**config.mk**
```make
export PLATFORM = sky130hd
export DESIGN_NAME = time_binned_average
export DESIGN_NICKNAME = d
export VERILOG_FILES = /design/src/design/tba_pkg.sv /design/src/design/tba_div.sv /design/src/design/tba_datapath.sv /design/src/design/tba_ctrl.sv /design/src/design/time_binned_average.sv
export SDC_FILE = /design/constraint.sdc
export NUM_CORES = 1
export LEC_CHECK = 0
export BUFFER_PORTS_ARGS = -buffer_cell sky130_fd_sc_hd__buf_2
export CAP_MARGIN = 10
export CORE_MARGIN = 1.5
export CORE_UTILIZATION = 41
export DETAILED_ROUTE_END_ITERATION = 7
export PLACE_DENSITY = 0.55
export SKIP_CTS_REPAIR_TIMING = 1
export SYNTH_ARGS = -nofsm -noshare
export SYNTH_HDL_FRONTEND = slang
export SYNTH_HIERARCHICAL = 1
export SYNTH_SLANG_ARGS = --single-unit
```
**constraint.sdc**
```tcl
create_clock -name aclk -period 19.85 [get_ports aclk]
set_input_delay 3.97 -clock aclk [delete_from_list [all_inputs] [get_ports aclk]]
set_output_delay 3.97 -clock aclk [all_outputs]
set_load 0.02 [all_outputs]
```
**src/design/tba_pkg.sv**
```systemverilog
// Shared types and constants for the time-binned averager.
// Payload structs, field widths, register indexes and reset values.
// No dependencies.
`timescale 1ns / 1ps
`default_nettype none

package tba_pkg;

    // Field widths fixed by the payload format
    localparam int TIME_BITS      = 32;
    localparam int VALUE_BITS     = 24;
    localparam int COUNT_BITS_DEF = 16;

    // Configuration port
    localparam int CFG_DATA_BITS = 32;
    localparam int CFG_ADDR_BITS = 1;

    localparam logic [TIME_BITS-1:0] BIN_WIDTH_RESET = TIME_BITS'(1000);

    typedef enum logic [CFG_ADDR_BITS-1:0] {
        REG_BIN_WIDTH   = 1'b0,
        REG_CUTOFF_TIME = 1'b1
    } tba_reg_idx_t;

    typedef struct packed {
        logic [TIME_BITS-1:0]  sample_time;
        logic [VALUE_BITS-1:0] sample_value;
    } tba_in_t;

    typedef struct packed {
        logic [TIME_BITS-1:0]  bin_time;
        logic [VALUE_BITS-1:0] bin_average;
    } tba_out_t;

    // Controller to datapath
    typedef struct packed {
        logic accept;   // input request taken this cycle
        logic setup;    // close the bin, start the dividers
        logic finish;   // apply catch-up, load the result
    } tba_cmd_t;

    // Datapath to controller
    typedef struct packed {
        logic in_bin;   // sample on the input falls in the open bin
        logic div_done; // both dividers idle
        logic emit;     // closed bin produces a result
    } tba_stat_t;

endpackage

`default_nettype wire

```
**src/design/tba_div.sv**
```systemverilog
// Bit-serial restoring divider: one quotient bit per cycle.
// Used by the datapath for the bin mean and the catch-up remainder.
// Depends on nothing.
`timescale 1ns / 1ps
`default_nettype none

module tba_div #(
    parameter int DIVIDEND_BITS = 40,
    parameter int DIVISOR_BITS  = 16
) (
    input  wire logic                     aclk,
    input  wire logic                     aresetn,
    input  wire logic                     start,
    input  wire logic [DIVIDEND_BITS-1:0] dividend,
    input  wire logic [DIVISOR_BITS-1:0]  divisor,
    output logic                          busy,
    output logic [DIVIDEND_BITS-1:0]      quotient,
    output logic [DIVISOR_BITS-1:0]       remainder
);

    localparam int CNT_BITS = $clog2(DIVIDEND_BITS + 1);

    logic                     busy_reg;
    logic [CNT_BITS-1:0]      cnt_reg;
    logic [DIVIDEND_BITS-1:0] quo_reg;
    logic [DIVISOR_BITS-1:0]  rem_reg;
    logic [DIVISOR_BITS-1:0]  div_reg;

    logic [DIVISOR_BITS:0]    shifted;
    logic [DIVISOR_BITS:0]    trial;
    logic                     fits;

    // One restoring step: shift in the next dividend bit, try to subtract
    assign shifted = {rem_reg, quo_reg[DIVIDEND_BITS-1]};
    assign fits    = shifted >= {1'b0, div_reg};
    assign trial   = shifted - {1'b0, div_reg};

    always_ff @(posedge aclk) begin
        if (!aresetn) begin
            busy_reg <= 1'b0;
            cnt_reg  <= '0;
        end else if (start) begin
            busy_reg <= 1'b1;
            cnt_reg  <= CNT_BITS'(DIVIDEND_BITS);
        end else if (busy_reg) begin
            cnt_reg <= cnt_reg - 1'b1;
            if (cnt_reg == CNT_BITS'(1)) begin
                busy_reg <= 1'b0;
            end
        end
    end

    always_ff @(posedge aclk) begin
        if (start) begin
            quo_reg <= dividend;
            rem_reg <= '0;
            div_reg <= divisor;
        end else if (busy_reg) begin
            quo_reg <= {quo_reg[DIVIDEND_BITS-2:0], fits};
            rem_reg <= fits ? trial[DIVISOR_BITS-1:0] : shifted[DIVISOR_BITS-1:0];
        end
    end

    assign busy      = busy_reg;
    assign quotient  = quo_reg;
    assign remainder = rem_reg;

endmodule

`default_nettype wire

```
**src/design/tba_datapath.sv**
```systemverilog
// Datapath of the time-binned averager: config registers, bin state,
// the two serial dividers and the result register.
// Depends on tba_pkg and tba_div.
`timescale 1ns / 1ps
`default_nettype none

module tba_datapath
    import tba_pkg::*;
#(
    parameter int COUNT_BITS = COUNT_BITS_DEF
) (
    input  wire logic                     aclk,
    input  wire logic                     aresetn,
    input  wire logic                     cfg_we,
    input  wire logic [CFG_ADDR_BITS-1:0] cfg_addr,
    input  wire logic [CFG_DATA_BITS-1:0] cfg_wdata,
    input  wire tba_in_t                  s_data,
    output tba_out_t                      m_data,
    input  wire tba_cmd_t                 cmd,
    output tba_stat_t                     stat
);

    localparam int SUM_BITS = VALUE_BITS + COUNT_BITS;

    logic [TIME_BITS-1:0]  bin_width_reg;
    logic [TIME_BITS-1:0]  cutoff_reg;
    logic [TIME_BITS-1:0]  bin_start_reg;
    logic [SUM_BITS-1:0]   sum_reg;
    logic [COUNT_BITS-1:0] count_reg;

    logic [TIME_BITS-1:0]  t_reg;
    logic [TIME_BITS-1:0]  diff_reg;
    logic [TIME_BITS-1:0]  t_minus_w_reg;
    logic                  emit_reg;
    tba_out_t              out_reg;

    logic [TIME_BITS-1:0]  w_eff;
    logic [TIME_BITS-1:0]  diff;
    logic                  in_bin;
    logic [TIME_BITS-1:0]  off;

    logic                  busy_a;
    logic                  busy_b;
    logic [SUM_BITS-1:0]   quo_a;
    logic [TIME_BITS-1:0]  quo_b;
    logic [TIME_BITS-1:0]  rem_b;
    logic                  catch_up;

    // A zero width behaves as a width of one
    assign w_eff = (bin_width_reg == '0) ? TIME_BITS'(1) : bin_width_reg;

    // Bin membership: before the start, or offset below the width
    assign diff   = s_data.sample_time - bin_start_reg;
    assign in_bin = (s_data.sample_time < bin_start_reg) || (diff < w_eff);

    // Offset past the advanced start; it never underflows on a close
    assign off = diff_reg - w_eff;

    // Two or more widths past: start lands at t - w - (off mod w)
    assign catch_up = |quo_b[TIME_BITS-1:1];

    // Configuration registers
    always_ff @(posedge aclk) begin
        if (!aresetn) begin
            bin_width_reg <= BIN_WIDTH_RESET;
            cutoff_reg    <= '0;
        end else if (cfg_we) begin
            unique case (cfg_addr)
                REG_BIN_WIDTH:   bin_width_reg <= cfg_wdata[TIME_BITS-1:0];
                REG_CUTOFF_TIME: cutoff_reg    <= cfg_wdata[TIME_BITS-1:0];
                default: ;
            endcase
        end
    end

    // Bin state: accumulate, clear on close, advance the start
    always_ff @(posedge aclk) begin
        if (!aresetn) begin
            bin_start_reg <= '0;
            sum_reg       <= '0;
            count_reg     <= '0;
        end else if (cmd.accept && in_bin) begin
            if (count_reg != '1) begin
                sum_reg   <= sum_reg + SUM_BITS'(s_data.sample_value);
                count_reg <= count_reg + 1'b1;
            end
        end else if (cmd.setup) begin
            bin_start_reg <= bin_start_reg + w_eff;
            sum_reg       <= '0;
            count_reg     <= '0;
        end else if (cmd.finish && catch_up) begin
            bin_start_reg <= t_minus_w_reg - rem_b;
        end
    end

    // Closing sample and derived values
    always_ff @(posedge aclk) begin
        if (cmd.accept && !in_bin) begin
            t_reg    <= s_data.sample_time;
            diff_reg <= diff;
        end
        if (cmd.setup) begin
            t_minus_w_reg <= t_reg - w_eff;
            emit_reg      <= (t_reg > cutoff_reg) && (count_reg != '0);
        end
    end

    // Result register; bin_start still holds the first advance here
    always_ff @(posedge aclk) begin
        if (cmd.finish && emit_reg) begin
            out_reg.bin_time    <= bin_start_reg;
            out_reg.bin_average <= quo_a[VALUE_BITS-1:0];
        end
    end

    // Mean of the closed bin
    tba_div #(
        .DIVIDEND_BITS (SUM_BITS),
        .DIVISOR_BITS  (COUNT_BITS)
    ) u_div_mean (
        .aclk      (aclk),
        .aresetn   (aresetn),
        .start     (cmd.setup),
        .dividend  (sum_reg),
        .divisor   (count_reg),
        .busy      (busy_a),
        .quotient  (quo_a),
        .remainder ()
    );

    // Skipped-bin count and leftover offset
    tba_div #(
        .DIVIDEND_BITS (TIME_BITS),
        .DIVISOR_BITS  (TIME_BITS)
    ) u_div_skip (
        .aclk      (aclk),
        .aresetn   (aresetn),
        .start     (cmd.setup),
        .dividend  (off),
        .divisor   (w_eff),
        .busy      (busy_b),
        .quotient  (quo_b),
        .remainder (rem_b)
    );

    assign stat.in_bin   = in_bin;
    assign stat.div_done = !busy_a && !busy_b;
    assign stat.emit     = emit_reg;
    assign m_data        = out_reg;

endmodule

`default_nettype wire

```
**src/design/tba_ctrl.sv**
```systemverilog
// Controller of the time-binned averager: sequences accept, bin close,
// division and result hand-off; owns both channel handshakes.
// Depends on tba_pkg.
`timescale 1ns / 1ps
`default_nettype none

module tba_ctrl
    import tba_pkg::*;
(
    input  wire logic      aclk,
    input  wire logic      aresetn,
    input  wire logic      s_valid,
    output logic           s_ready,
    output logic           m_valid,
    input  wire logic      m_ready,
    output tba_cmd_t       cmd,
    input  wire tba_stat_t stat
);

    typedef enum logic [2:0] {
        ST_IDLE   = 3'b001,
        ST_SETUP  = 3'b010,
        ST_DIVIDE = 3'b100
    } tba_state_t;

    tba_state_t state_reg;
    tba_state_t state_next;
    logic       m_valid_reg;
    logic       m_valid_next;
    logic       out_free;

    assign out_free = !m_valid_reg || m_ready;

    // Commands
    always_comb begin
        cmd.accept = (state_reg == ST_IDLE) && s_valid;
        cmd.setup  = (state_reg == ST_SETUP);
        cmd.finish = (state_reg == ST_DIVIDE) && stat.div_done && (!stat.emit || out_free);
    end

    // Next state
    always_comb begin
        state_next = state_reg;
        unique case (state_reg)
            ST_IDLE: begin
                if (cmd.accept && !stat.in_bin) begin
                    state_next = ST_SETUP;
                end
            end
            ST_SETUP: begin
                state_next = ST_DIVIDE;
            end
            ST_DIVIDE: begin
                if (cmd.finish) begin
                    state_next = ST_IDLE;
                end
            end
            default: begin
                state_next = ST_IDLE;
            end
        endcase
    end

    // Result valid flag
    always_comb begin
        priority if (cmd.finish && stat.emit) begin
            m_valid_next = 1'b1;
        end else if (m_ready) begin
            m_valid_next = 1'b0;
        end else begin
            m_valid_next = m_valid_reg;
        end
    end

    always_ff @(posedge aclk) begin
        if (!aresetn) begin
            state_reg   <= ST_IDLE;
            m_valid_reg <= 1'b0;
        end else begin
            state_reg   <= state_next;
            m_valid_reg <= m_valid_next;
        end
    end

    assign s_ready = (state_reg == ST_IDLE);
    assign m_valid = m_valid_reg;

    // A new result only appears on leaving the divide state
    a_valid_from_divide: assert property (@(posedge aclk) disable iff (!aresetn)
        $rose(m_valid_reg) |-> $past(state_reg == ST_DIVIDE))
        else $error("result raised outside a bin close");

    // Setup always hands over to the dividers
    a_setup_to_divide: assert property (@(posedge aclk) disable iff (!aresetn)
        state_reg == ST_SETUP |=> state_reg == ST_DIVIDE)
        else $error("setup not followed by divide");

    // Never overwrite a result that is still waiting
    a_no_overwrite: assert property (@(posedge aclk) disable iff (!aresetn)
        (cmd.finish && stat.emit) |-> (!m_valid_reg || m_ready))
        else $error("pending result overwritten");

    // No input request is taken while a bin close is in progress
    a_no_accept_busy: assert property (@(posedge aclk) disable iff (!aresetn)
        (state_reg == ST_SETUP) |=> !s_ready)
        else $error("input taken during bin close");

endmodule

`default_nettype wire

```
**src/design/time_binned_average.sv**
```systemverilog
// Top level of the time-binned averager.
// Joins the controller and the datapath. Depends on tba_pkg, tba_ctrl, tba_datapath.
//
// Usage:
//   Input requests (s_valid/s_ready, s_data) carry a timestamp and a value.
//   A sample inside the open bin is added to the running sum on its accept,
//   so such samples can arrive back to back. A sample at or past the bin end
//   closes the bin: the block passes through a setup state, then the two bit-serial
//   dividers run in parallel (the mean over VALUE_BITS + COUNT_BITS = 40 bits, the
//   catch-up remainder over 32 bits), then a finish step loads the result. A closing
//   sample holds s_ready low until that finish, and its result, if any, is valid
//   after it; the 40-bit mean divider, the longer of the two, sets the wait.
//   Result requests (m_valid/m_ready, m_data) come from an output register;
//   the block keeps accepting in-bin samples while a result waits. If the
//   next bin close finds the result still untaken, it waits in its last
//   cycle until m_ready frees the register.
//   cfg_we/cfg_addr/cfg_wdata write bin_width (index 0) and cutoff_time
//   (index 1); write only while idle.
//   Reset (aresetn low, synchronous) clears the bin, sets bin_width to 1000
//   and cutoff_time to 0, and drops m_valid.
`timescale 1ns / 1ps
`default_nettype none

module time_binned_average
    import tba_pkg::*;
#(
    parameter int COUNT_BITS = COUNT_BITS_DEF
) (
    input  wire logic                     aclk,
    input  wire logic                     aresetn,
    input  wire logic                     s_valid,
    output logic                          s_ready,
    input  wire tba_in_t                  s_data,
    output logic                          m_valid,
    input  wire logic                     m_ready,
    output tba_out_t                      m_data,
    input  wire logic                     cfg_we,
    input  wire logic [CFG_ADDR_BITS-1:0] cfg_addr,
    input  wire logic [CFG_DATA_BITS-1:0] cfg_wdata
);

    tba_cmd_t  cmd;
    tba_stat_t stat;

    tba_ctrl u_ctrl (
        .aclk    (aclk),
        .aresetn (aresetn),
        .s_valid (s_valid),
        .s_ready (s_ready),
        .m_valid (m_valid),
        .m_ready (m_ready),
        .cmd     (cmd),
        .stat    (stat)
    );

    tba_datapath #(
        .COUNT_BITS (COUNT_BITS)
    ) u_datapath (
        .aclk      (aclk),
        .aresetn   (aresetn),
        .cfg_we    (cfg_we),
        .cfg_addr  (cfg_addr),
        .cfg_wdata (cfg_wdata),
        .s_data    (s_data),
        .m_data    (m_data),
        .cmd       (cmd),
        .stat      (stat)
    );

endmodule

`default_nettype wire

```
==> impl_metrics.csv, run 1 <==
group,metric,value,unit
outcome,status,"complete, no violations",
min_path,hold_start,"u_datapath/u_div_mean/quotient[15]$_DFFE_PP_",
floorplanning,die-area,78190,um2
timing,rsz0062_at_grt,"no",
cts,cts_made_buffers,59,
floorplanning,initial_core_util,0.4138,
global_routing,antenna_found_initial,10,
global_routing,gr-total-overflow,0,
synthesis,synthFlopType,"edfxtp_1",
cts,insertion_delay,0.63,ns
timing,fin_ws,9.840,ns
synthesis,synth-edff-count,273,
global_routing,grt.total_usage,0.2342,
detailed_routing,vias_per_cell,5.647,
timing,period_minus_slack,10.01,ns
pwr,p_leak,13.95,nW
synthesis,syn_nets,3709,
worst_setup_path,reg2reg_from,"u_datapath/bin_start_reg[1]$_SDFFE_PN0P_",
worst_setup_path,crit_slowest_cell,"o31ai_2",
worst_setup_path,r2r_cells,22,
timing,slew_viol_final,0,
synthesis,synth_commonest_cells,"297 x ha_1, 296 x nand2_1, 288 x a21oi_1",
synthesis,yosys-top-cells-area,"edfxtp_1 26%, dfxtp_1 14%, ha_1 12%",
synthesis,ys_types,103,
cts,cts_tree,"yes",
detailed_routing,drt_iter0_drc,2044,
synthesis,synth_top_area_frac,0.2613,
global_routing,grt_pass1_wl,142.5,mm
worst_setup_path,crit_chain,"buf_2, ha_1, nor2b_1, o31a_1, o311ai_1, a21oi_1, nor4_1, o31ai_1, o31a_1, a41oi_1, xnor2_1, ha_1, and4_1, a221o_1, a221oi_1, nand3_1, o31ai_2, a21o_4, mux2i_2, buf_4, and2_1, a22o_1",
min_path,min_to,"u_datapath/m_data[15]$_DFFE_PP_",
worst_setup_path,critical_path_required,20.42,ns
finish,final_nets,3816,
finish,largest_reg_flops,56,
worst_setup_path,rrSetupSlack,12.70,ns
worst_setup_path,cp.buffers_inverters,2,
worst_setup_path,cp_slowest_stage_delay,0.62,ns
finish,final_cells,4453,
finish,design_area,35080,um2
synthesis,synth_area,31370,um2
flow_run,cap_violations,0,
placement,gp_congestion,0.9423,
finish,drive_gt1_frac,0.1185,
timing,tightest_slew,0.9703,ns
worst_setup_path,crit_arrival,10.58,ns
synthesis,async_reset_ff_frac,0,
floorplanning,die_h,279.6,um
synthesis,syn_inst,3310,
placement,dp_hpwl,70.83,mm
placement,placed_area,33020,um2
timing,post-route-period-util,0.5043,
floorplanning,ios,152,
placement,dp_cells,4334,
synthesis,synth_top_area_cell,"edfxtp_1",
floorplanning,num_rows,101,
synthesis,yosysMostFrequentCell,"ha_1",
timing,tns,0,ns
synthesis,avgSynthCellArea,9.478,um2
timing,finClkSkew,0.02514,ns
global_routing,grt_max_degree,139,
pwr,vdd_drop_max,0.00007269,V
floorplanning,fp.coreArea,75820,um2
timing,fmax,99.90,MHz
timing,slew_headroom,0.3463,
detailed_routing,num_vias,25146,
min_path,whs_path_depth,0,
detailed_routing,drc,0,
detailed_routing,wl_per_cell,20.80,um
worst_setup_path,crit_fanout,23,
timing,whs,0.4503,ns
placement,portBuffers,151,
finish,area_growth,11.81,%
worst_setup_path,cp-start-kind,"input pin",
worst_setup_path,cp_top_family,"compound AO/OA/AOI/OAI gates",
synthesis,yosysWarnings,6,
worst_setup_path,crit_path_end_kind,"register",
cts,clk_path_buf_depth,3,
detailed_routing,dr.pass1.iters,6,
min_path,hp-class,"reg2reg",
placement,dp_slack,9.213,ns
floorplanning,fp.dieW,279.6,um
cts,path_clk_slew,0.06,ns
global_routing,grt_pass1_vias,24411,
synthesis,ys_ff_latch,491,
cts,ctsRootBufferMaster,"clkbuf_16",
worst_setup_path,worstSetupPathType,"in2reg",
cts,htree_levels,2,
detailed_routing,wirelength,92.62,mm
timing,setup_violations,0,
cts,cts_sinks,491,
synthesis,seq_area_frac_synth,0.4004,
pwr,p_per_area,108.0,nW/um2
worst_setup_path,r2r-end,"u_datapath/sum_reg[15]$_SDFFE_PN0P_",
timing,hold_viol,0,
finish,fillers,7166,
detailed_routing,ant_nets,0,
routing by layer:
metal  wire, um  part of all wire  vias up  GRT usage
met1      45070              0.49    11993     0.3489
met5          0                 0        -          0
li1           -                 -    12279          -
met2      39750              0.43      752     0.3537
met3       5275             0.057      122    0.02736
met4       2523             0.027        0    0.06930
worst register-to-register path: cells and delay by family (launching register included):
kind / cells / cell delay [ns]
AO/OA/AOI/OAI: 11 / 3.74
buffers and inverters: 2 / 0.62
flip-flops: 1 / 0.33
AND/OR/NAND/NOR: 5 / 1.39
XOR/XNOR: 1 / 0.21
multiplexers: 1 / 0.22
adder cells (fa/ha/maj): 2 / 0.59
cells in the final DEF (no fill, tap or decap), types with 46 or more instances in the layout:
cell type  instances
edfxtp_1         273
o21ai_0          138
xor2_1            52
a21oi_1          288
o21a_1            55
nand2b_1          46
a21o_1            88
ha_1             297
xnor2_1          140
nand3_1           67
nand2_1          296
a211oi_1          62
inv_1            255
buf_2            151
dfxtp_1          217
clkbuf_16         62
mux2_2            72
nor2_1           217
stage by stage:
stage | util | power (mW)
3_3_place_gp | 0.4355 | 2.621
3_5_place_dp | 0.4355 | 2.644
2_1_floorplan | - | 2.345
5_1_grt | 0.4626 | 4.023
6_report | 0.4626 | 3.789
4_1_cts | 0.4624 | 3.805
how the worst max path moves through the flow:
stage | from | end | slack [ns] | cells after the start
2_1_floorplan | s_data[25] | u_datapath/diff_reg[0]$_DFFE_PP_ | 8.78 | 19
3_3_place_gp | s_data[25] | u_datapath/sum_reg[11]$_SDFFE_PN0P_ | 9.34 | 22
3_5_place_dp | s_data[25] | u_datapath/sum_reg[22]$_SDFFE_PN0P_ | 9.21 | 22
4_1_cts | s_data[25] | u_datapath/sum_reg[15]$_SDFFE_PN0P_ | 9.89 | 22
5_1_grt | s_data[25] | u_datapath/sum_reg[3]$_SDFFE_PN0P_ | 9.46 | 23
6_report | s_data[25] | u_datapath/sum_reg[15]$_SDFFE_PN0P_ | 9.84 | 22
power by group:
group | leakage, nW | internal (mW) | switching (mW)
Sequential | 4.29 | 1.17 | 0.0902
Clock | 1.00 | 0.688 | 0.446
Combinational | 8.66 | 0.584 | 0.809
cell families after synthesis:
family          synth area share
compound gates            0.1983
simple gates              0.1354
flops                     0.4004
buf+inv                  0.04882
fa+ha+maj                 0.1236
xor+xnor                 0.05360
mux                      0.03988
cell type report:
| class | count | area (um2) | area share |
|---|---|---|---|
| sequential | 491 | 12560 | 0.3582 |
| inverter | 258 | 970.9 | 0.02768 |
| clock buffer | 79 | 1655 | 0.04719 |
| multi-input combinational | 2432 | 17320 | 0.4937 |
| timing repair buffer | 175 | 948.4 | 0.02704 |
| antenna | 7 | 17.52 | 0.0004994 |
| clock inverter | 33 | 381.6 | 0.01088 |
| tap | 978 | 1224 | 0.03488 |
Power figures use the tool's default switching activity.
==> inputs of run 2 (changes only) <==
--- a/config.mk
+++ b/config.mk
@@ -5,6 +5,7 @@
 export SDC_FILE = /design/constraint.sdc
 export NUM_CORES = 1
 export LEC_CHECK = 0
+export ABC_AREA = 1
 export BUFFER_PORTS_ARGS = -buffer_cell sky130_fd_sc_hd__buf_2
 export CAP_MARGIN = 10
 export CORE_MARGIN = 1.5
==> constraint.sdc (replaced) <==
create_clock -name aclk -period 10 [get_ports aclk]
set_input_delay 2 -clock aclk [delete_from_list [all_inputs] [get_ports aclk]]
set_output_delay 2 -clock aclk [all_outputs]
set_load 0.02 [all_outputs]
==> run 2 against run 1 <==
Net effect: clock power up 100%; synthesized area up 7.2%; cell count up 27%; critical path depth up 2; count of clock-buffer cells in the layout down 6; utilization down 0.17 points; sequential share of layout area down 2.1 points; routed wire length up 9.4%; flip-flop and latch count unchanged; register-to-register slack worse by 8.7 ns; sequential power up 120%.
==> impl_metrics.csv, run 2 <==
group,metric,value,unit
placement,gp_congestion,0.9283,
worst_setup_path,critical_path_required,10.26,ns
finish,final_nets,4966,
worst_setup_path,crit_chain,"buf_2, ha_1, a21oi_1, nand2_1, a21oi_2, o21ai_2, a21oi_1, o21ai_1, a21boi_0, o21ai_1, a21boi_0, xnor2_1, ha_1, a21oi_1, o21ai_0, nand3_1, nand2_1, nand2_1, a21oi_1, a211oi_1, nand2_2, nand2_8, nor2_4, buf_4",
detailed_routing,wirelength,101.3,mm
global_routing,grt_use_met2,0.3560,
cts,cts_made_buffers,57,
timing,post-route-period-util,0.6902,
synthesis,yosysWarnings,6,
timing,rsz0062_at_grt,"no",
placement,dp_hpwl,78.71,mm
floorplanning,initial_core_util,0.4161,
synthesis,synthFlopType,"edfxtp_1",
global_routing,grt_use_met1,0.3617,
floorplanning,fp.coreArea,80810,um2
floorplanning,num_rows,104,
cts,insertion_delay,0.62,ns
pwr,p_leak,16.74,nW
global_routing,gr-usage-met3,0.02882,
pwr,p_per_area,210.6,nW/um2
global_routing,gr-total-overflow,0,
timing,slew_headroom,0.2251,
synthesis,async_reset_ff_frac,0,
timing,slew_viol_final,0,
cts,cts_tree,"yes",
finish,area_growth,10.77,%
timing,tightest_slew,1.159,ns
synthesis,syn_inst,4470,
cts,cts_sinks,491,
min_path,hp-class,"reg2reg",
detailed_routing,num_vias,29215,
worst_setup_path,crit_slowest_cell,"nor2_4",
synthesis,synth_top_area_cell,"edfxtp_1",
floorplanning,die-area,83740,um2
worst_setup_path,crit_fanout,33,
global_routing,grt.busiest_layer,"met1",
finish,drive_gt1_frac,0.07497,
detailed_routing,dr.pass1.iters,6,
floorplanning,fp.dieW,289.4,um
outcome,status,"complete, no violations",
pwr,vdd_drop_max,0.0001258,V
worst_setup_path,worstSetupPathType,"in2reg",
synthesis,synth-edff-count,273,
flow_run,cap_violations,0,
placement,portBuffers,151,
placement,dp_cells,5568,
timing,period_minus_slack,6.902,ns
synthesis,avgSynthCellArea,7.523,um2
cts,htree_levels,2,
synthesis,syn_nets,4869,
detailed_routing,wl_per_cell,17.86,um
worst_setup_path,crit_path_end_kind,"register",
timing,fmax,144.9,MHz
synthesis,ys_types,66,
synthesis,ys_ff_latch,491,
synthesis,yosys-top-cells-area,"edfxtp_1 24%, dfxtp_1 13%, nand2_1 13%",
timing,finClkSkew,0.01970,ns
detailed_routing,drt_iter0_drc,2198,
synthesis,seq_area_frac_synth,0.3736,
worst_setup_path,cp-start-kind,"input pin",
global_routing,grt_pass1_vias,27582,
global_routing,grt.total_usage,0.2395,
synthesis,synth_commonest_cells,"1146 x nand2_1, 605 x inv_1, 395 x a21oi_1",
worst_setup_path,crit_arrival,7.16,ns
cts,ctsRootBufferMaster,"clkbuf_16",
floorplanning,ios,152,
timing,tns,0,ns
finish,final_cell_mix,"1145 x nand2_1, 604 x inv_1, 395 x a21oi_1, 366 x nor2_1, 297 x ha_1",
cts,path_clk_slew,0.06,ns
finish,final_common_cell,"nand2_1",
floorplanning,die_h,289.4,um
synthesis,synth_top_area_frac,0.2438,
finish,fillers,8134,
detailed_routing,ant_nets,0,
cts,clk_path_buf_depth,3,
detailed_routing,drc,0,
finish,final_cells,5676,
worst_setup_path,cp_slowest_stage_delay,0.77,ns
global_routing,grt_max_degree,79,
finish,largest_reg_flops,56,
timing,setup_violations,0,
global_routing,grt_pass1_wl,155.8,mm
detailed_routing,vias_per_cell,5.147,
global_routing,antenna_found_initial,3,
synthesis,yosysMostFrequentCell,"nand2_1",
synthesis,synth_area,33630,um2
timing,hold_viol,0,
worst_setup_path,cpMostUsedCell,"a21oi_1",
==> run 2: cell families after synthesis <==
| family | after synthesis | synth area share |
|---|---|---|
| buffers and inverters | 757 | 0.08926 |
| muxes | 1 | 0.0003349 |
| and+or+nand+nor | 1944 | 0.2436 |
| adders and majority gates | 305 | 0.1153 |
| xor gates and xnor gates | 182 | 0.04740 |
| AOI/OAI and AO/OA | 790 | 0.1305 |
| DFF | 491 | 0.3736 |
==> run 2: path summary, 6_finish.rpt <==
path,depth (start not counted),start,slack (ns),endpoint
worst max-delay path,24,s_data[26],3.10,u_datapath/diff_reg[22]$_DFFE_PP_
worst min-delay path,0,u_datapath/u_div_mean/quotient[23]$_DFFE_PP_,0.44,u_datapath/m_data[23]$_DFFE_PP_
worst max register to register,24,u_datapath/bin_start_reg[2]$_SDFFE_PN0P_,3.98,u_datapath/diff_reg[22]$_DFFE_PP_
worst min register to register,0,u_datapath/u_div_mean/quotient[23]$_DFFE_PP_,0.44,u_datapath/m_data[23]$_DFFE_PP_
==> run 2: per-layer routing <==
| layer | routed length (um) | share of wire |
|---|---|---|
| met1 | 51450 | 0.51 |
| met2 | 41970 | 0.41 |
| met3 | 5205 | 0.051 |
| met4 | 2711 | 0.027 |
| met5 | 9 | 0.000089 |
==> run 2: power by group <==
| group | total, mW | switching (mW) | internal [mW] | leakage [nW] |
|---|---|---|---|---|
| clock network | 2.27 | 0.894 | 1.37 | 0.982 |
| registers | 2.74 | 0.222 | 2.52 | 4.27 |
| logic | 2.84 | 1.88 | 0.961 | 11.5 |
==> run 2: final cells by class <==
type | count | area, um2 | area share
Multi-Input combinational cell | 3222 | 18090 | 0.4857
Sequential cell | 491 | 12560 | 0.3373
Inverter | 625 | 2355 | 0.06322
Clock buffer | 73 | 1536 | 0.04125
Tap cell | 1060 | 1326 | 0.03561
Timing Repair Buffer | 170 | 900.9 | 0.02419
Clock inverter | 34 | 475.5 | 0.01276
Antenna cell | 1 | 2.502 | 0.00006718
==> run 2: worst max-delay path, delay by kind of cell <==
family | cells | cell delay [ns]
buf+inv | 2 | 0.65
fa+ha+maj | 2 | 0.66
simple gates | 7 | 1.35
compound gates | 12 | 2.27
xor+xnor | 1 | 0.15
==> run 2: stage by stage <==
stage | hold WS, ns | utilization | worst slack (ns) | instance area (um2) | power, mW
after floorplan | 0.4082 | - | 1.721 | 33630 | 4.811
after CTS | 0.4466 | 0.4609 | 3.096 | 37250 | 7.880
after global routing | 0.4515 | 0.4610 | 2.598 | 37250 | 8.357
final | 0.4445 | 0.4610 | 3.098 | 37250 | 7.843
after global placement | 0.4331 | 0.4360 | 2.537 | 35230 | 5.568
after detailed placement | 0.4323 | 0.4360 | 2.450 | 35230 | 5.582
